`config.mk`:
```
export PLATFORM = sky130hd
export DESIGN_NAME = integer_to_radix_digits
export DESIGN_NICKNAME = d
export VERILOG_FILES = /design/src/rtl/core/i2rd_pkg.sv /design/src/rtl/core/integer_to_radix_digits.sv /design/src/rtl/core/i2rd_seq.sv /design/src/rtl/core/i2rd_dp.sv
export SDC_FILE = /design/constraint.sdc
export NUM_CORES = 1
export LEC_CHECK = 0
export BUFFER_PORTS_ARGS = -buffer_cell sky130_fd_sc_hd__buf_2
export CELL_PAD_IN_SITES_DETAIL_PLACEMENT = 1
export CELL_PAD_IN_SITES_GLOBAL_PLACEMENT = 2
export CORE_MARGIN = 5
export CORE_UTILIZATION = 48
export DETAILED_ROUTE_END_ITERATION = 10
export PLACE_DENSITY = 0.84
export SYNTH_ARGS = -nofsm -noshare
export SYNTH_HDL_FRONTEND = slang
export SYNTH_SLANG_ARGS = --single-unit
```
`constraint.sdc`:
```
create_clock -name clk -period 47.6 [get_ports clk]
set_clock_uncertainty 0.2 [all_clocks]
set_input_delay 9.52 -clock clk [delete_from_list [all_inputs] [get_ports clk]]
set_output_delay 9.52 -clock clk [all_outputs]
set_load 0.02 [all_outputs]
```
`src/rtl/core/i2rd_pkg.sv`:
```
// Package for the integer-to-radix-digits block: shared types, constants,
// the microcode table and the digit-to-ASCII mapping.
// No dependencies.
package i2rd_pkg;

    localparam int CHUNK_BITS = 8;

    localparam logic [5:0] RADIX_MIN   = 6'd2;
    localparam logic [5:0] RADIX_MAX   = 6'd36;
    localparam logic [5:0] RADIX_RESET = 6'd10;

    localparam logic [5:0] DEC_LIMIT = 6'd10;
    localparam logic [6:0] CHAR_ZERO = 7'h30;
    localparam logic [6:0] CHAR_LC_A = 7'h61;
    localparam logic [6:0] CHAR_NINE = 7'h39;
    localparam logic [6:0] CHAR_LC_Z = 7'h7a;

    typedef logic [5:0] digit_t;
    typedef logic [2:0] step_t;

    localparam step_t STEP_IDLE = 3'd0;
    localparam step_t STEP_DIV  = 3'd1;
    localparam step_t STEP_PUSH = 3'd2;
    localparam step_t STEP_READ = 3'd3;
    localparam step_t STEP_EMIT = 3'd4;
    localparam step_t STEP_TEST = 3'd5;
    localparam step_t STEP_BACK = 3'd6;

    typedef enum logic [2:0] {
        COND_NEXT,
        COND_ALWAYS,
        COND_IN_IDLE,
        COND_DIV_BUSY,
        COND_Q_NZ,
        COND_OUT_BUSY,
        COND_MORE
    } cond_t;

    typedef struct packed {
        logic accept;
        logic div;
        logic push;
        logic rd;
        logic emit;
    } ctrl_t;

    typedef struct packed {
        logic in_valid;
        logic div_last;
        logic q_nz;
        logic out_busy;
        logic more;
    } status_t;

    typedef struct packed {
        ctrl_t ctrl;
        cond_t cond;
        step_t target;
    } uword_t;

    // Microcode: on a true condition go to target, otherwise fall through.
    function automatic uword_t ucode(input step_t step);
        uword_t w;
        w.ctrl   = '0;
        w.cond   = COND_NEXT;
        w.target = STEP_IDLE;
        unique case (step)
            STEP_IDLE:
            begin
                w.ctrl.accept = 1'b1;
                w.cond        = COND_IN_IDLE;
                w.target      = STEP_IDLE;
            end
            STEP_DIV:
            begin
                w.ctrl.div = 1'b1;
                w.cond     = COND_DIV_BUSY;
                w.target   = STEP_DIV;
            end
            STEP_PUSH:
            begin
                w.ctrl.push = 1'b1;
                w.cond      = COND_Q_NZ;
                w.target    = STEP_DIV;
            end
            STEP_READ:
            begin
                w.ctrl.rd = 1'b1;
            end
            STEP_EMIT:
            begin
                w.ctrl.emit = 1'b1;
                w.cond      = COND_OUT_BUSY;
                w.target    = STEP_EMIT;
            end
            STEP_TEST:
            begin
                w.cond   = COND_MORE;
                w.target = STEP_READ;
            end
            default:
            begin
                w.cond   = COND_ALWAYS;
                w.target = STEP_IDLE;
            end
        endcase
        return w;
    endfunction

    function automatic logic [6:0] digit_ascii(input digit_t d);
        logic [6:0] c;
        if (d < DEC_LIMIT)
        begin
            c = CHAR_ZERO + {1'b0, d};
        end
        else
        begin
            c = CHAR_LC_A + {1'b0, d} - {1'b0, DEC_LIMIT};
        end
        return c;
    endfunction

endpackage

```
`src/rtl/core/integer_to_radix_digits.sv`:
```
// Converts one unsigned integer per input transaction into its ASCII digits in a
// radix of 2 to 36 ('0'-'9', then 'a'-'z'), sent most significant first, one
// digit per output transaction, with tlast on the final digit; zero gives a single
// '0'. The radix register resets to 10; values below 2 act as 2 and above 36 as
// 36, and it may be written only while no conversion is in flight. A microcoded
// sequencer steps a small datapath: for each digit it runs one divide pass over
// the value in 8-bit chunks (eight quotient bits per cycle against the radix)
// and then stores the remainder; afterwards each digit is read back, emitted
// and tested in turn. The last digit waits in the output register while the
// next value is already accepted.
// Depends on i2rd_pkg, i2rd_seq and i2rd_dp.
module integer_to_radix_digits
#(
    parameter int VALUE_BITS = 32
)
(
    input  logic                                clk,
    input  logic                                rst_n,
    // Radix register write
    input  logic                                radix_we,
    input  logic [5:0]                          radix_wdata,
    // Input stream
    input  logic                                s_axis_tvalid,
    output logic                                s_axis_tready,
    input  logic [((VALUE_BITS+7)/8)*8-1:0]     s_axis_tdata,   // [VALUE_BITS-1:0] value
    // Output stream
    output logic                                m_axis_tvalid,
    input  logic                                m_axis_tready,
    output logic [7:0]                          m_axis_tdata,   // [6:0] digit_char
    output logic                                m_axis_tlast    // last_digit
);

    i2rd_pkg::ctrl_t   ctrl;
    i2rd_pkg::status_t status;
    logic [6:0]        digit_char;

    // Sequencer: step counter and control store.
    i2rd_seq u_seq
    (
        .clk    (clk),
        .rst_n  (rst_n),
        .status (status),
        .ctrl   (ctrl)
    );

    // Datapath: divider, digit store and output register.
    i2rd_dp #(
        .VALUE_BITS (VALUE_BITS)
    ) u_dp
    (
        .clk         (clk),
        .rst_n       (rst_n),
        .ctrl        (ctrl),
        .status      (status),
        .in_valid    (s_axis_tvalid),
        .in_value    (s_axis_tdata[VALUE_BITS-1:0]),
        .radix_we    (radix_we),
        .radix_wdata (radix_wdata),
        .out_ready   (m_axis_tready),
        .out_valid   (m_axis_tvalid),
        .out_char    (digit_char),
        .out_last    (m_axis_tlast)
    );

    // Take a new value only in the idle step.
    assign s_axis_tready = ctrl.accept;
    assign m_axis_tdata  = {1'b0, digit_char};

    // A shown digit is always a legal character of radix 36 or below.
    a_digit_range: assert property (@(posedge clk) disable iff (!rst_n)
        m_axis_tvalid |->
            ((m_axis_tdata[6:0] >= i2rd_pkg::CHAR_ZERO &&
              m_axis_tdata[6:0] <= i2rd_pkg::CHAR_NINE) ||
             (m_axis_tdata[6:0] >= i2rd_pkg::CHAR_LC_A &&
              m_axis_tdata[6:0] <= i2rd_pkg::CHAR_LC_Z)))
        else $error("digit outside 0-9 / a-z");

    // After taking a value, go busy dividing.
    a_busy_after_accept: assert property (@(posedge clk) disable iff (!rst_n)
        (s_axis_tvalid && s_axis_tready) |=> (!s_axis_tready && ctrl.div))
        else $error("sequencer did not start dividing after accept");

    // An emit step with room in the output register must present a digit.
    a_emit_loads: assert property (@(posedge clk) disable iff (!rst_n)
        (ctrl.emit && !status.out_busy) |=> m_axis_tvalid)
        else $error("emit step did not load the output register");

endmodule

```
`src/rtl/core/i2rd_seq.sv`:
```
// Microcode sequencer: step counter, control-word table lookup and
// conditional jumps. Depends on i2rd_pkg.
module i2rd_seq
(
    input  logic             clk,
    input  logic             rst_n,
    input  i2rd_pkg::status_t status,
    output i2rd_pkg::ctrl_t   ctrl
);

    i2rd_pkg::step_t  step_reg;
    i2rd_pkg::step_t  step_next;
    i2rd_pkg::uword_t uword;
    logic             jump;

    assign uword = i2rd_pkg::ucode(step_reg);
    assign ctrl  = uword.ctrl;

    always_comb
    begin
        unique case (uword.cond)
            i2rd_pkg::COND_NEXT:     jump = 1'b0;
            i2rd_pkg::COND_ALWAYS:   jump = 1'b1;
            i2rd_pkg::COND_IN_IDLE:  jump = !status.in_valid;
            i2rd_pkg::COND_DIV_BUSY: jump = !status.div_last;
            i2rd_pkg::COND_Q_NZ:     jump = status.q_nz;
            i2rd_pkg::COND_OUT_BUSY: jump = status.out_busy;
            i2rd_pkg::COND_MORE:     jump = status.more;
            default:                 jump = 1'b0;
        endcase
        step_next = jump ? uword.target : step_reg + 3'd1;
    end

    always_ff @(posedge clk or negedge rst_n)
    begin
        if (!rst_n)
        begin
            step_reg <= i2rd_pkg::STEP_IDLE;
        end
        else
        begin
            step_reg <= step_next;
        end
    end

endmodule

```
`src/rtl/core/i2rd_dp.sv`:
```
// Datapath: radix register, chunked restoring divider, digit memory and
// output register. Driven by control words from i2rd_seq; depends on i2rd_pkg.
module i2rd_dp
#(
    parameter int VALUE_BITS = 32
)
(
    input  logic                   clk,
    input  logic                   rst_n,
    input  i2rd_pkg::ctrl_t        ctrl,
    output i2rd_pkg::status_t      status,
    input  logic                   in_valid,
    input  logic [VALUE_BITS-1:0]  in_value,
    input  logic                   radix_we,
    input  logic [5:0]             radix_wdata,
    input  logic                   out_ready,
    output logic                   out_valid,
    output logic [6:0]             out_char,
    output logic                   out_last
);

    localparam int CB     = i2rd_pkg::CHUNK_BITS;
    localparam int CHUNKS = (VALUE_BITS + i2rd_pkg::CHUNK_BITS - 1) / i2rd_pkg::CHUNK_BITS;
    localparam int DIV_W  = CHUNKS * CB;
    localparam int CW     = (CHUNKS > 1) ? $clog2(CHUNKS) : 1;
    localparam int AW     = $clog2(VALUE_BITS);
    localparam int NW     = $clog2(VALUE_BITS + 1);

    logic [5:0]            radix_reg, radix_next;
    logic [DIV_W-1:0]      w_reg, w_next;
    i2rd_pkg::digit_t      rem_reg, rem_next;
    logic [CW-1:0]         chunk_reg, chunk_next;
    logic [NW-1:0]         count_reg, count_next;
    i2rd_pkg::digit_t      rd_data_reg;
    logic                  out_valid_reg, out_valid_next;
    logic [6:0]            out_char_reg, out_char_next;
    logic                  out_last_reg, out_last_next;

    i2rd_pkg::digit_t      digits_mem [VALUE_BITS];

    i2rd_pkg::digit_t      base;
    i2rd_pkg::digit_t      rem_div;
    logic [CB-1:0]         qbits;
    logic [6:0]            trial;
    logic                  chunk_last;
    logic                  load_out;
    logic [NW-1:0]         count_dec;
    logic [AW-1:0]         wr_addr, rd_addr;

    // Clamp the register into 2..36.
    always_comb
    begin
        priority if (radix_reg < i2rd_pkg::RADIX_MIN)
        begin
            base = i2rd_pkg::RADIX_MIN;
        end
        else if (radix_reg > i2rd_pkg::RADIX_MAX)
        begin
            base = i2rd_pkg::RADIX_MAX;
        end
        else
        begin
            base = radix_reg;
        end
    end

    // One chunk of restoring division: one quotient bit per inner step.
    always_comb
    begin
        rem_div = rem_reg;
        trial   = '0;
        qbits   = '0;
        for (int i = 0; i < CB; i++)
        begin
            trial = {rem_div, w_reg[DIV_W-1-i]};
            if (trial >= {1'b0, base})
            begin
                trial           = trial - {1'b0, base};
                qbits[CB-1-i]   = 1'b1;
            end
            rem_div = trial[5:0];
        end
    end

    assign chunk_last = (chunk_reg == CW'(CHUNKS - 1));
    assign count_dec  = count_reg - 1'b1;
    assign wr_addr    = count_reg[AW-1:0];
    assign rd_addr    = count_dec[AW-1:0];

    assign status.in_valid = in_valid;
    assign status.div_last = chunk_last;
    assign status.q_nz     = |w_reg;
    assign status.out_busy = out_valid_reg && !out_ready;
    assign status.more     = (count_reg != '0);

    assign load_out = ctrl.emit && !status.out_busy;

    always_comb
    begin
        radix_next     = radix_we ? radix_wdata : radix_reg;
        w_next         = w_reg;
        rem_next       = rem_reg;
        chunk_next     = chunk_reg;
        count_next     = count_reg;
        out_valid_next = out_valid_reg;
        out_char_next  = out_char_reg;
        out_last_next  = out_last_reg;

        if (ctrl.accept && in_valid)
        begin
            w_next     = DIV_W'(in_value);
            rem_next   = '0;
            chunk_next = '0;
            count_next = '0;
        end
        if (ctrl.div)
        begin
            w_next     = (w_reg << CB) | DIV_W'(qbits);
            rem_next   = rem_div;
            chunk_next = chunk_last ? '0 : chunk_reg + 1'b1;
        end
        if (ctrl.push)
        begin
            rem_next   = '0;
            count_next = count_reg + 1'b1;
        end
        if (ctrl.rd)
        begin
            count_next = count_dec;
        end

        if (out_valid_reg && out_ready)
        begin
            out_valid_next = 1'b0;
        end
        if (load_out)
        begin
            out_valid_next = 1'b1;
            out_char_next  = i2rd_pkg::digit_ascii(rd_data_reg);
            out_last_next  = (count_reg == '0);
        end
    end

    always_ff @(posedge clk or negedge rst_n)
    begin
        if (!rst_n)
        begin
            radix_reg     <= i2rd_pkg::RADIX_RESET;
            chunk_reg     <= '0;
            count_reg     <= '0;
            out_valid_reg <= 1'b0;
        end
        else
        begin
            radix_reg     <= radix_next;
            chunk_reg     <= chunk_next;
            count_reg     <= count_next;
            out_valid_reg <= out_valid_next;
        end
    end

    always_ff @(posedge clk)
    begin
        w_reg        <= w_next;
        rem_reg      <= rem_next;
        out_char_reg <= out_char_next;
        out_last_reg <= out_last_next;
    end

    // Digit store: one write and one registered read per cycle.
    always_ff @(posedge clk)
    begin
        if (ctrl.push)
        begin
            digits_mem[wr_addr] <= rem_reg;
        end
        if (ctrl.rd)
        begin
            rd_data_reg <= digits_mem[rd_addr];
        end
    end

    assign out_valid = out_valid_reg;
    assign out_char  = out_char_reg;
    assign out_last  = out_last_reg;

endmodule
```
==> impl_metrics.env <==
export IMPL_outcome="complete, no violations"
export IMPL_diodes=0
export IMPL_max_freq_mhz=58.5
export IMPL_clockRootBuffer="clkbuf_16"
export IMPL_path_common_cell="a21oi_1"
export IMPL_numClockSinks=262
export IMPL_worstMarginPinSlew_ps=1080
export IMPL_syn_avg_cell_area_sq_um=13.4
export IMPL_core_sq_um=27800
export IMPL_cts_resized=0
export IMPL_clockBufferDepth=3
export IMPL_synth_edff_count=238
export IMPL_final_common_cell="edfxtp_1"
export IMPL_synth_fp_nets=1124
export IMPL_ios=54
export IMPL_r2r_start="u_dp.radix_reg[5]"
export IMPL_drt_wl_total_mm=33.2
export IMPL_grt_max_degree=55
export IMPL_worstSetupStartpoint="u_dp.radix_reg[5]"
export IMPL_htree_levels=1
export IMPL_rr_worst_depth=68
export IMPL_drive_gt1_share_pct=18.8
export IMPL_r2r_setup_slack_ps=30490
export IMPL_final_util_pct=54.3
export IMPL_cp_start_kind="flip-flop"
export IMPL_slowest_delay_ps=490
export IMPL_grt_pass1_vias=9177
export IMPL_nNetsFinal=1182
export IMPL_maxSlewViolCount=0
export IMPL_grt_usage_pct=21.4
export IMPL_cts_setup_buffers=0
export IMPL_drc=0
export IMPL_drtAntennaViolNets=0
export IMPL_clkLatencyLatePin_ps=550
export IMPL_fp_dieW_um=178
export IMPL_clk_pin_slew_ps=60
export IMPL_start_util_pct=48.7
export IMPL_avgViaCountPerCell=5.75
export IMPL_syn2layout_area_growth_pct=11.6
export IMPL_fin_crit_sh_pct=35.9
export IMPL_dp_hpwl_mm=23.1
export IMPL_synth_seq_cells=262
export IMPL_die_h_um=178
export IMPL_cts_tree="yes"
export IMPL_relSlewSlack_pct=27.5
export IMPL_synth_flop_cell="edfxtp_1"
export IMPL_final_hold_violation_count=0
export IMPL_cp_slowest_cell="ha_1"
export IMPL_via_count=8434
export IMPL_antenna_found_initial=0
export IMPL_dr_pass1_iters=4
export IMPL_rsz0062_at_grt="no"
export IMPL_critPathMaxFanout=14
export IMPL_crit_end="u_dp.rem_reg[1]"
export IMPL_hold_path_class="flip-flop to flip-flop"
export IMPL_cts_buffers=27
export IMPL_place_congestion=0.811
export IMPL_synthArstFlopShare_pct=6.87
export IMPL_die_area_sq_um=31600
export IMPL_drt_iter0_markers=618
export IMPL_required_ps=47880
export IMPL_maxCapViolations=0
export IMPL_criticalPathCategory="flip-flop to flip-flop"
export IMPL_synth_cells=1010
export IMPL_final_cell_mix="edfxtp_1, nand2_1, nor2_1"
export IMPL_ctsHoldBuffers=0
export IMPL_yosys_warnings=0
export IMPL_ys_seq_area_share_pct=57.1
export IMPL_fin_crit_ps=17110
export IMPL_setup_viol=0
export IMPL_row_count=61
export IMPL_grt_pass1_wl_mm=52.1
export IMPL_hold_slack_ps=312
export IMPL_reg2reg_to="u_dp.rem_reg[1]"
export IMPL_tns_ps=0
export IMPL_netlist_area_sq_um=13500
export IMPL_numPortBuffers=52
export IMPL_detail_route_wl_per_cell_um=22.7
export IMPL_yosys_cell_types_count=78
export IMPL_grt_overflow_total=0
export IMPL_cp_end_kind="flip-flop"
export IMPL_largest_register_ffs=192
export IMPL_worstPathArrival_ps=17390
## cell type report
cell class	count	area [sq um]
sequential	262	7720
clock inverter	11	141
fill	2848	12700
inverter	45	169
multi-input combinational	667	5510
timing repair buffer	65	358
clock buffer	38	727
tap	378	473
## layer usage
layer | vias up | track usage (%) | routed length [um]
li1 | 3940 | - | -
met1 | 4271 | 27.2 | 14000
met2 | 159 | 38.1 | 16900
met3 | 64 | 2.88 | 1190
met4 | 0 | 6.90 | 1150
met5 | - | 0 | 0
## cells in the mapped netlist, types with 11 or more instances
cell type	count	area share, %
mux2i_1	11	0.81
dfrtp_1	16	3.0
mux4_2	60	10
mux2_2	20	1.7
ha_1	63	5.8
nor2b_1	14	0.65
xnor2_1	21	1.4
inv_1	45	1.2
clkbuf_1	30	0.83
o21ai_0	46	1.7
nor2_1	66	1.8
nand3_1	15	0.55
a21o_1	18	1.0
nand2_1	143	4.0
a21oi_1	32	1.2
edfxtp_1	238	53
nand2b_1	17	0.79
xor2_1	11	0.71
## critical path, delay by kind of cell, from the launching register on
| kind | cells | cell delay, ps |
|---|---|---|
| adder cells (fa/ha/maj) | 8 | 2530 |
| multiplexers | 5 | 1800 |
| AND/OR/NAND/NOR | 12 | 2780 |
| buffers and inverters | 2 | 470 |
| flip-flops | 1 | 390 |
| AO/OA/AOI/OAI | 41 | 8850 |
## cell families (layout without fill, tap and decap cells)
kind of cell,after synthesis,count (layout),share of synthesized area (%)
AO/OA/AOI/OAI,163,163,8.46
XOR/XNOR,32,32,2.07
adder cells (fa/ha/maj),71,71,7.01
buffers and inverters,81,159,2.33
flip-flops,262,262,57.1
multiplexers,93,93,12.7
other,1,1,0.0277
AND/OR/NAND/NOR,307,307,10.4
## through the flow
step           setup slack, ps  cells  area, sq um
6_report                 30490   1466        15100
5_1_grt                  29120   1466        15100
4_1_cts                  30500   1466        15100
3_5_place_dp             30600   1417        14200
3_3_place_gp             31170   1417        14200
2_1_floorplan            32200   1010        13500
## how the worst min path moves through the flow
stage                     cells past startpoint  slack [ps]                 to         startpoint
after floorplan                               2         260  u_dp.chunk_reg[1]  u_dp.chunk_reg[1]
after global placement                        2         280  u_dp.chunk_reg[1]  u_dp.chunk_reg[1]
after detailed placement                      2         300  u_dp.chunk_reg[1]  u_dp.chunk_reg[1]
after CTS                                     2         310  u_dp.chunk_reg[1]  u_dp.chunk_reg[1]
after global routing                          2         330  u_dp.chunk_reg[1]  u_dp.chunk_reg[1]
final                                         2         310  u_dp.chunk_reg[1]  u_dp.chunk_reg[1]
Power is left out: the tool's default activity adds up to more than one toggle a clock period on the data nets, which glitch-free logic cannot reach.
